`src/sv/max_priority_queue_assert.svh`:
```
// Assertion macros for the priority queue RTL.
`ifndef MAX_PRIORITY_QUEUE_ASSERT_SVH
`define MAX_PRIORITY_QUEUE_ASSERT_SVH

// Same-cycle implication, sampled on the rising clock edge, off while in reset.
`define MPQ_ASSERT_IMP(label, ante, cons, msg) \
    label: assert property (@(posedge i_clk) disable iff (!i_rst_n) (ante) |-> (cons)) \
        else $error(msg);

// Next-cycle implication, sampled on the rising clock edge, off while in reset.
`define MPQ_ASSERT_NEXT(label, ante, cons, msg) \
    label: assert property (@(posedge i_clk) disable iff (!i_rst_n) (ante) |=> (cons)) \
        else $error(msg);

`endif

```
`src/sv/mpq_pkg.sv`:
```
// Types and constants shared by the priority queue cells and the top level.
package mpq_pkg;

    // Operation codes carried on the mode input.
    localparam logic MODE_INSERT = 1'b0;
    localparam logic MODE_REMOVE = 1'b1;

    // Value reported as the largest key while the store is empty.
    localparam logic signed [31:0] EMPTY_TOP = -32'sd1;

    // What one cell shows to its two neighbours.
    typedef struct packed {
        logic               valid;
        logic               keep;
        logic signed [31:0] value;
    } t_cell_link;

    // Beyond the head: always keeps, so the first cell that gives way takes the key.
    localparam t_cell_link LINK_HEAD = '{valid: 1'b1, keep: 1'b1, value: 32'sd0};
    // Beyond the tail: empty, so a remove shifts an empty slot into the last cell.
    localparam t_cell_link LINK_TAIL = '{valid: 1'b0, keep: 1'b0, value: 32'sd0};

endpackage

```
`src/sv/mpq_cell.sv`:
```
// One slot of the sorted store: holds a key and moves it along the chain.
module mpq_cell (
    input  logic                i_clk,
    input  logic                i_rst_n,
    input  logic                i_ins,
    input  logic                i_rem,
    input  logic signed [31:0]  i_key,
    input  mpq_pkg::t_cell_link i_left,
    input  mpq_pkg::t_cell_link i_right,
    output mpq_pkg::t_cell_link o_link
);
    import mpq_pkg::*;

    logic               r_valid;
    logic               n_valid;
    logic signed [31:0] r_value;
    logic signed [31:0] n_value;
    logic               w_keep;

    // A slot stays put on insert when its key is not below the new one, so equal keys
    // keep arrival order.
    assign w_keep = r_valid && (r_value >= i_key);
    assign o_link = '{valid: r_valid, keep: w_keep, value: r_value};

    always_comb begin
        n_valid = r_valid;
        n_value = r_value;
        priority if (i_ins) begin
            if (!w_keep) begin
                if (i_left.keep) begin
                    n_valid = 1'b1;
                    n_value = i_key;
                end else begin
                    n_valid = i_left.valid;
                    n_value = i_left.value;
                end
            end
        end else if (i_rem) begin
            n_valid = i_right.valid;
            n_value = i_right.value;
        end else begin
            n_valid = r_valid;
            n_value = r_value;
        end
    end

    always_ff @(posedge i_clk) begin
        if (!i_rst_n) begin
            r_valid <= 1'b0;
        end else begin
            r_valid <= n_valid;
        end
    end

    always_ff @(posedge i_clk) begin
        r_value <= n_value;
    end

endmodule

```
`src/sv/max_priority_queue.sv`:
```
// Top level of the bounded max priority queue built as a chain of sorting cells.
//
// The queue holds up to DEPTH signed 32-bit keys in descending order in a row of
// cells, the largest in the first cell. A beat on the command side is taken at a
// rising edge where start is high and busy is low; busy never rises, so a beat may
// be issued in every cycle. Mode 0 inserts the key behind any equal keys already
// stored; mode 1 removes the largest key and does nothing on an empty store. The
// key is broadcast to every cell, each cell compares it with its own key and either
// holds, takes the key, or takes its neighbour's key, so the whole store settles
// through that single compare per cell. In the cycle after each accepted beat
// o_done is high for exactly one cycle with the result: the largest key (-1 when
// empty), the empty flag, the low five bits of the count, and an overflow flag set
// when an insert was dropped because the store was full. The receiver cannot hold
// results off: it must take each one in the cycle it is shown. Nothing needs
// clearing after reset beyond the cell valid flags, count, done and overflow flags.
module max_priority_queue #(
    parameter int DEPTH = 16
) (
    input  logic               i_clk,
    input  logic               i_rst_n,
    input  logic               start,
    output logic               busy,
    input  logic               i_mode,
    input  logic signed [31:0] i_value,
    output logic               o_done,
    output logic signed [31:0] o_top_value,
    output logic               o_is_empty,
    output logic [4:0]         o_entry_count,
    output logic               o_overflow
);
    import mpq_pkg::*;

    localparam int CountW = $clog2(DEPTH + 1);

    logic              w_accept;
    logic              w_full;
    logic              w_ins;
    logic              w_rem;
    logic [CountW-1:0] r_count;
    logic [CountW-1:0] n_count;
    logic              r_done;
    logic              r_overflow;
    logic [31:0]       w_count_wide;
    logic [DEPTH-1:0]  w_valid_vec;
    t_cell_link        w_link [DEPTH];

    assign busy     = 1'b0;
    assign w_accept = start && !busy;
    assign w_full   = (r_count == CountW'(DEPTH));

    // A full store drops the insert; an empty store ignores the remove.
    assign w_ins = w_accept && (i_mode == MODE_INSERT) && !w_full;
    assign w_rem = w_accept && (i_mode == MODE_REMOVE) && (r_count != '0);

    // The chain of cells. Each sees its neighbours' links; the ends see fixed links.
    for (genvar g = 0; g < DEPTH; g++) begin : g_cell
        t_cell_link w_left;
        t_cell_link w_right;

        if (g == 0) begin : g_head
            assign w_left = LINK_HEAD;
        end else begin : g_mid_l
            assign w_left = w_link[g-1];
        end

        if (g == DEPTH - 1) begin : g_tail
            assign w_right = LINK_TAIL;
        end else begin : g_mid_r
            assign w_right = w_link[g+1];
        end

        mpq_cell u_cell (
            .i_clk   (i_clk),
            .i_rst_n (i_rst_n),
            .i_ins   (w_ins),
            .i_rem   (w_rem),
            .i_key   (i_value),
            .i_left  (w_left),
            .i_right (w_right),
            .o_link  (w_link[g])
        );

        assign w_valid_vec[g] = w_link[g].valid;
    end

    always_comb begin
        n_count = r_count;
        priority if (w_ins) begin
            n_count = r_count + CountW'(1);
        end else if (w_rem) begin
            n_count = r_count - CountW'(1);
        end else begin
            n_count = r_count;
        end
    end

    always_ff @(posedge i_clk) begin
        if (!i_rst_n) begin
            r_count    <= '0;
            r_done     <= 1'b0;
            r_overflow <= 1'b0;
        end else begin
            r_count    <= n_count;
            r_done     <= w_accept;
            r_overflow <= w_accept && (i_mode == MODE_INSERT) && w_full;
        end
    end

    // The result reads the settled store directly, in the cycle after the beat.
    assign w_count_wide  = 32'(r_count);
    assign o_done        = r_done;
    assign o_is_empty    = (r_count == '0);
    assign o_top_value   = (r_count == '0) ? EMPTY_TOP : w_link[0].value;
    assign o_entry_count = w_count_wide[4:0];
    assign o_overflow    = r_overflow;

    `include "max_priority_queue_assert.svh"

    `MPQ_ASSERT_NEXT(a_done_follows, w_accept, r_done, "result strobe missing after a beat")
    `MPQ_ASSERT_NEXT(a_done_only, !w_accept, !r_done, "result strobe without a beat")
    `MPQ_ASSERT_IMP(a_ovf_full, r_overflow, r_count == CountW'(DEPTH), "overflow while not full")
    `MPQ_ASSERT_IMP(a_count_match, 1'b1, $countones(w_valid_vec) == r_count, "count mismatch")
    `MPQ_ASSERT_IMP(a_valid_prefix, 1'b1, ((w_valid_vec + DEPTH'(1)) & w_valid_vec) == '0, "gap")
    `MPQ_ASSERT_IMP(a_head_order, w_valid_vec[1], w_link[0].value >= w_link[1].value, "head order")

endmodule

```
`config.mk`:
```
export PLATFORM = sky130hd
export DESIGN_NAME = max_priority_queue
export DESIGN_NICKNAME = d
export VERILOG_FILES = /design/src/sv/mpq_pkg.sv /design/src/sv/mpq_cell.sv /design/src/sv/max_priority_queue.sv
export VERILOG_INCLUDE_DIRS = /design/src /design/src/sv
export SDC_FILE = /design/constraint.sdc
export NUM_CORES = 2
export LEC_CHECK = 0
export ABC_AREA = 1
export BUFFER_PORTS_ARGS = -buffer_cell sky130_fd_sc_hd__buf_2
export CORE_MARGIN = 2
export CORE_UTILIZATION = 60
export CTS_CLUSTER_SIZE = 24
export DETAILED_ROUTE_END_ITERATION = 8
export HOLD_SLACK_MARGIN = 0.06
export PLACE_DENSITY_LB_ADDON = 0.25
export SYNTH_ARGS = -nofsm -noshare
export SYNTH_HDL_FRONTEND = slang
export SYNTH_SLANG_ARGS = --single-unit
```
`constraint.sdc`:
```
create_clock -name i_clk -period 7.5 [get_ports i_clk]
set_input_delay 0 -clock i_clk [delete_from_list [all_inputs] [get_ports i_clk]]
set_output_delay 0 -clock i_clk [all_outputs]
set_load 0.01 [all_outputs]
```
=== Word level (Yosys, flattened, before mapping) ===
Cells that the tools add are included.

* Add/sub/neg operators: 2
* Equal/unequal tests: 17
* Order comparisons: 16
* Mux-type cells: 129
* Reduce and logical (&&, ||, !) cells: 41
* Bitwise logic cells: 1

{| class="wikitable"
|+ Operators with widths
! cell !! number
|-
| $mux W32 || 64
|-
| $ge A32 B32 Y1 || 16
|-
| $mux W1 || 63
|-
| $ne A2 B2 Y1 const B || 16
|-
| $reduce_and A2 Y1 || 16
|-
| $logic_and A1 B1 Y1 || 21
|-
| $mux W5 || 2
|-
| $add A5 B1 Y5 const B || 1
|-
| $eq A5 B5 Y1 const B || 1
|-
| $logic_not A5 Y1 || 1
|-
| $reduce_bool A5 Y1 || 1
|-
| $sub A5 B1 Y5 const B || 1
|-
| $reduce_bool A2 Y1 || 1
|-
| $logic_not A1 Y1 || 1
|-
| $not A1 Y1 || 1
|}

* Input bits: 36
* Register bits after elaboration: 535
* Word-level logic and storage cells: 241
* Output and inout port bits: 41

=== Longest topological paths before layout ===
* Word-level depth: 5
* Mapped depth: 20
* Gate-level depth less buffers: 19

=== Hierarchy ===
Synthesis repeated with hierarchy kept, for this count alone.

* Cell total of the unflattened synthesis: 5394
* Area total of the unflattened synthesis: 42180.5 um^2

{| class="wikitable"
|+ By module, submodules not included
! module !! cells each !! area an instance (um^2) !! instances !! seq. area each (um^2)
|-
| mpq_cell || 331 || 2591.2 || 16 || 980.9
|-
| max_priority_queue || 98 || 720.7 || 1 || 140.1
|}

=== Worst setup path after synthesis ===
OpenSTA, ideal clock, no wires.

* Path kind: register to register
* From: register g_cell[0].u_cell.r_value[31]
* To: register g_cell[0].u_cell.r_value[0], enable pin
* Path buffers: 1
* Required time: 7.059 ns
* Period minus slack after synthesis: 3.766 ns
* Setup slack: 3.734 ns
* Arrival: 3.326 ns
* Cell stages (with the launch flop): 11
* Setup time: 0.441 ns
* Cell sequence: edfxtp_1 ha_1 nand2_1 nor2_2 nand4_1 nor3b_2 nand2_1 nand3_1 nand3_2 buf_2 a31oi_1

* Longest elaborated chain between the ends: 4

{| class="wikitable"
|+ RTL lines
! element !! RTL line !! source
|-
| start: declaration || mpq_cell.sv:16 || <nowiki>logic signed [31:0] r_value;</nowiki>
|-
| start signal: assignment || mpq_cell.sv:56 || <nowiki>r_value <= n_value;</nowiki>
|-
| $ge A32 B32 Y1 || mpq_cell.sv:22 || <nowiki>assign w_keep = r_valid && (r_value >= i_key);</nowiki>
|-
| $logic_and A1 B1 Y1 || mpq_cell.sv:22 ||
|-
| $ne A2 B2 Y1 (no line) || n/a ||
|-
| $reduce_and A2 Y1 (no line) || n/a ||
|}

No other way between the ends.
A chain may end at the register's enable or synchronous reset.

=== Final worst setup path ===
* From: input port i_value[31]
* To: register g_cell[13].u_cell.r_value[2], enable pin

* Longest elaborated chain between the ends: 4

{| class="wikitable"
|+ RTL lines
! element !! RTL line !! source
|-
| start: declaration || max_priority_queue.sv:24 || <nowiki>input logic signed [31:0] i_value,</nowiki>
|-
| $ge A32 B32 Y1 || mpq_cell.sv:22 ||
|-
| $logic_and A1 B1 Y1 || mpq_cell.sv:22 ||
|-
| $ne A2 B2 Y1 (no line) || n/a ||
|-
| $reduce_and A2 Y1 (no line) || n/a ||
|-
| end signal: assignment || mpq_cell.sv:56 ||
|-
| end: declaration || mpq_cell.sv:16 ||
|}

No other way between the ends.

==> results.ini <==
[sta]
setup_viol = 0
grt_setup_unrepaired = false
hold_viol = 0
fin_crit_sh_pct = 60.42
finalMaxSlewViolations = 0
worst_slack_ns = 2.968
period_needed_ns = 4.532
setup-tns-final_ns = 0
fin_worst_skew_ns = 0.01814
slew_headroom_pct = 25.40
worst_pin_slew_ns = 1.119
clock.fmax_mhz = 220.7

[clocking]
post_cts_resized = 0
clockRootBuffer = clkbuf_16
clk_latency_ns = 0.64
cts_buffer_depth = 3
htree_num_levels = 2
cts_tree = yes
path_clk_slew_ns = 0.06
cts_num_sinks = 535
cts_buffers = 61

[yosys]
netlist_area_um2 = 41200
ys_warn_count = 0
synth.distinct_cells = 40
syn_nets = 6071
synth_compound_area_share_pct = 6.025
ys_ff_latch = 535
async_reset_ff_share_pct = 0
synth-xor-area-share_pct = 0.04252
yosys.area_share.adder_pct = 15.69
synth_cells = 5519
synth-main-ff-cell = edfxtp_1
synth_top_family_by_area = simple AND/OR/NAND/NOR gates
syn_area_per_cell_um2 = 7.465
seq_area_frac_synth_pct = 38.44
synth_edf_count = 512
yosys.area_share.simple_pct = 30.88
synth_mux_area_share_pct = 0.1701

[placement]
gp_congestion = 0.9556
place_ws_ns = 2.980
port_buffers = 75
dpl.hpwl_um = 83850

[critical_path]
crit_type = primary input to register
crit_path_start_kind = primary input
path_max_fanout = 33
critPathCaptureType = register
critPathArrivalTime_ns = 4.83
cp.required_ns = 7.80

[pwr]
vdd.ir_drop.worst_uv = 211.7
p_per_area_nw_per_um2 = 281.0
p_total_mw = 12.36
p_leak_nw = 24.54

[floorplanning]
die_y_um = 266.0
floorplan.die.width_um = 266.0
start_util_pct = 60.39
ios = 77
core-area_um2 = 68230
dieArea_um2 = 70770
rows = 96

[grt]
grt_pass1_wl_um = 179800
grt-ovfl-total = 0
antenna_found_initial = 0
grt_max_degree = 169
track_usage_pct = 31.87
grt_pass1_vias = 34350

[cells_and_area]
area_delta_synth_final_pct = 6.721
final_nets = 6074
multiInputGateArea_um2 = 21820
layout_common_cells = 2605 x nand2_1, 618 x inv_1, 515 x ha_1, 512 x edfxtp_1, 281 x a21oi_1
drive_gt1_share_pct = 5.551
layout_commonest_cell = nand2_1
ff_latch_area_um2 = 15840
fillers = 5955

[flow_run]
max_cap_violations = 0

[routing]
ant_nets = 0
dr.pass1.iters = 6
vias_per_cell = 5.486
vias = 35390
wl_per_cell_um = 17.56
drc = 0
drtIter0Drc = 3109
wirelength_um = 113300

[status]
outcome = completed

[min_path]
hold_class = primary input to register

-- path summary, 6_finish.rpt --
check | from | endpoint | slack (ns) | depth (start not counted)
min reg2reg | g_cell[15].u_cell.r_valid | g_cell[15].u_cell.r_valid | 0.48 | 2
max | i_value[31] | g_cell[13].u_cell.r_value[2] | 2.97 | 15
min | i_value[21] | g_cell[1].u_cell.r_value[21] | 0.09 | 5
max reg2reg | g_cell[13].u_cell.r_value[31] | g_cell[13].u_cell.r_value[2] | 3.17 | 12
-- Yosys cell counts (23+ instances only) --
cell type	number	area share, %
a21oi_1	281	3.4
buf_2	120	1.5
buf_6	26	0.71
clkbuf_1	45	0.41
dfxtp_1	23	1.1
edfxtp_1	512	37
ha_1	515	16
inv_1	618	5.6
nand2_1	2605	24
nand2_2	49	0.74
nand3_1	255	3.1
nand4_1	43	0.65
nor2_1	148	1.3
o21a_1	38	0.69
o21ai_0	107	1.3
o21bai_1	24	0.44
-- cells by family (layout without fill, tap and decap cells) --
family	after synthesis	count (layout)
flops	535	535
other cells	1	3
fa+ha+maj	516	516
mux	7	7
buf+inv	837	885
simple gates	3160	3160
xor+xnor	2	2
compound gates	461	461
-- registers in the layout (all words and copies together), names as in the netlist --
| signal | cells |
|---|---|
| g_cell.u_cell.r_value | 512 |
| g_cell.u_cell.r_valid | 16 |
| o_entry_count | 5 |
| o_done | 1 |
| o_overflow | 1 |
-- cell type report --
class	count	share of cell area, %
diodes	2	0.01138
clock buffers	79	3.717
clock inverters	29	0.4069
inverters	620	5.304
multi-input cells	4147	49.63
flip-flops and latches	535	36.02
well taps	882	2.510
repair buffers	157	2.408
-- power breakdown --
group	total, mW	internal, mW	leakage [nW]	switching [mW]
combinational	4.62	1.58	18.5	3.04
sequential	4.91	4.35	5.11	0.560
clock	2.82	1.58	0.900	1.24
-- timing repair --
| action | 4_1_cts | 5_1_grt |
|---|---|---|
| hold buffers | 22 | 0 |
| hold endpoints to repair | 75 | 0 |
| setup buffers | 0 | 0 |
-- through the flow --
stage | area, um^2 | util (%) | std cells | hold slack, ns
after floorplan | 41200 | - | 5519 | 0.07866
after detailed placement | 41930 | 61.46 | 6319 | 0.2267
after global placement | 41930 | 61.46 | 6319 | 0.2224
after CTS | 43960 | 64.44 | 6449 | 0.06062
final | 43970 | 64.44 | 6451 | 0.09185
after global routing | 43960 | 64.44 | 6449 | 0.1047
-- critical path, cell delays in order --
cell and delay (ns):
dlygate4sd3_1 0.53, buf_2 0.15, inv_1 0.63, ha_1 0.33, nand2_1 0.09, nor2_1 0.16, nand2_1 0.13, nor4_2 0.35
nand2_1 0.24, nand3_1 0.12, nand3_1 0.11, nand2_2 0.58, nand2_4 0.42, nand2_1 0.51, buf_4 0.41
-- per-layer routing --
metal	up-vias	track usage [%]	routed length, um
met5	-	0	0
met4	0	15.15	5756
met3	262	3.336	7243
met2	1231	53.01	51770
met1	16080	41.82	48530
li1	17820	-	-
(Power assumes the default switching activity.)
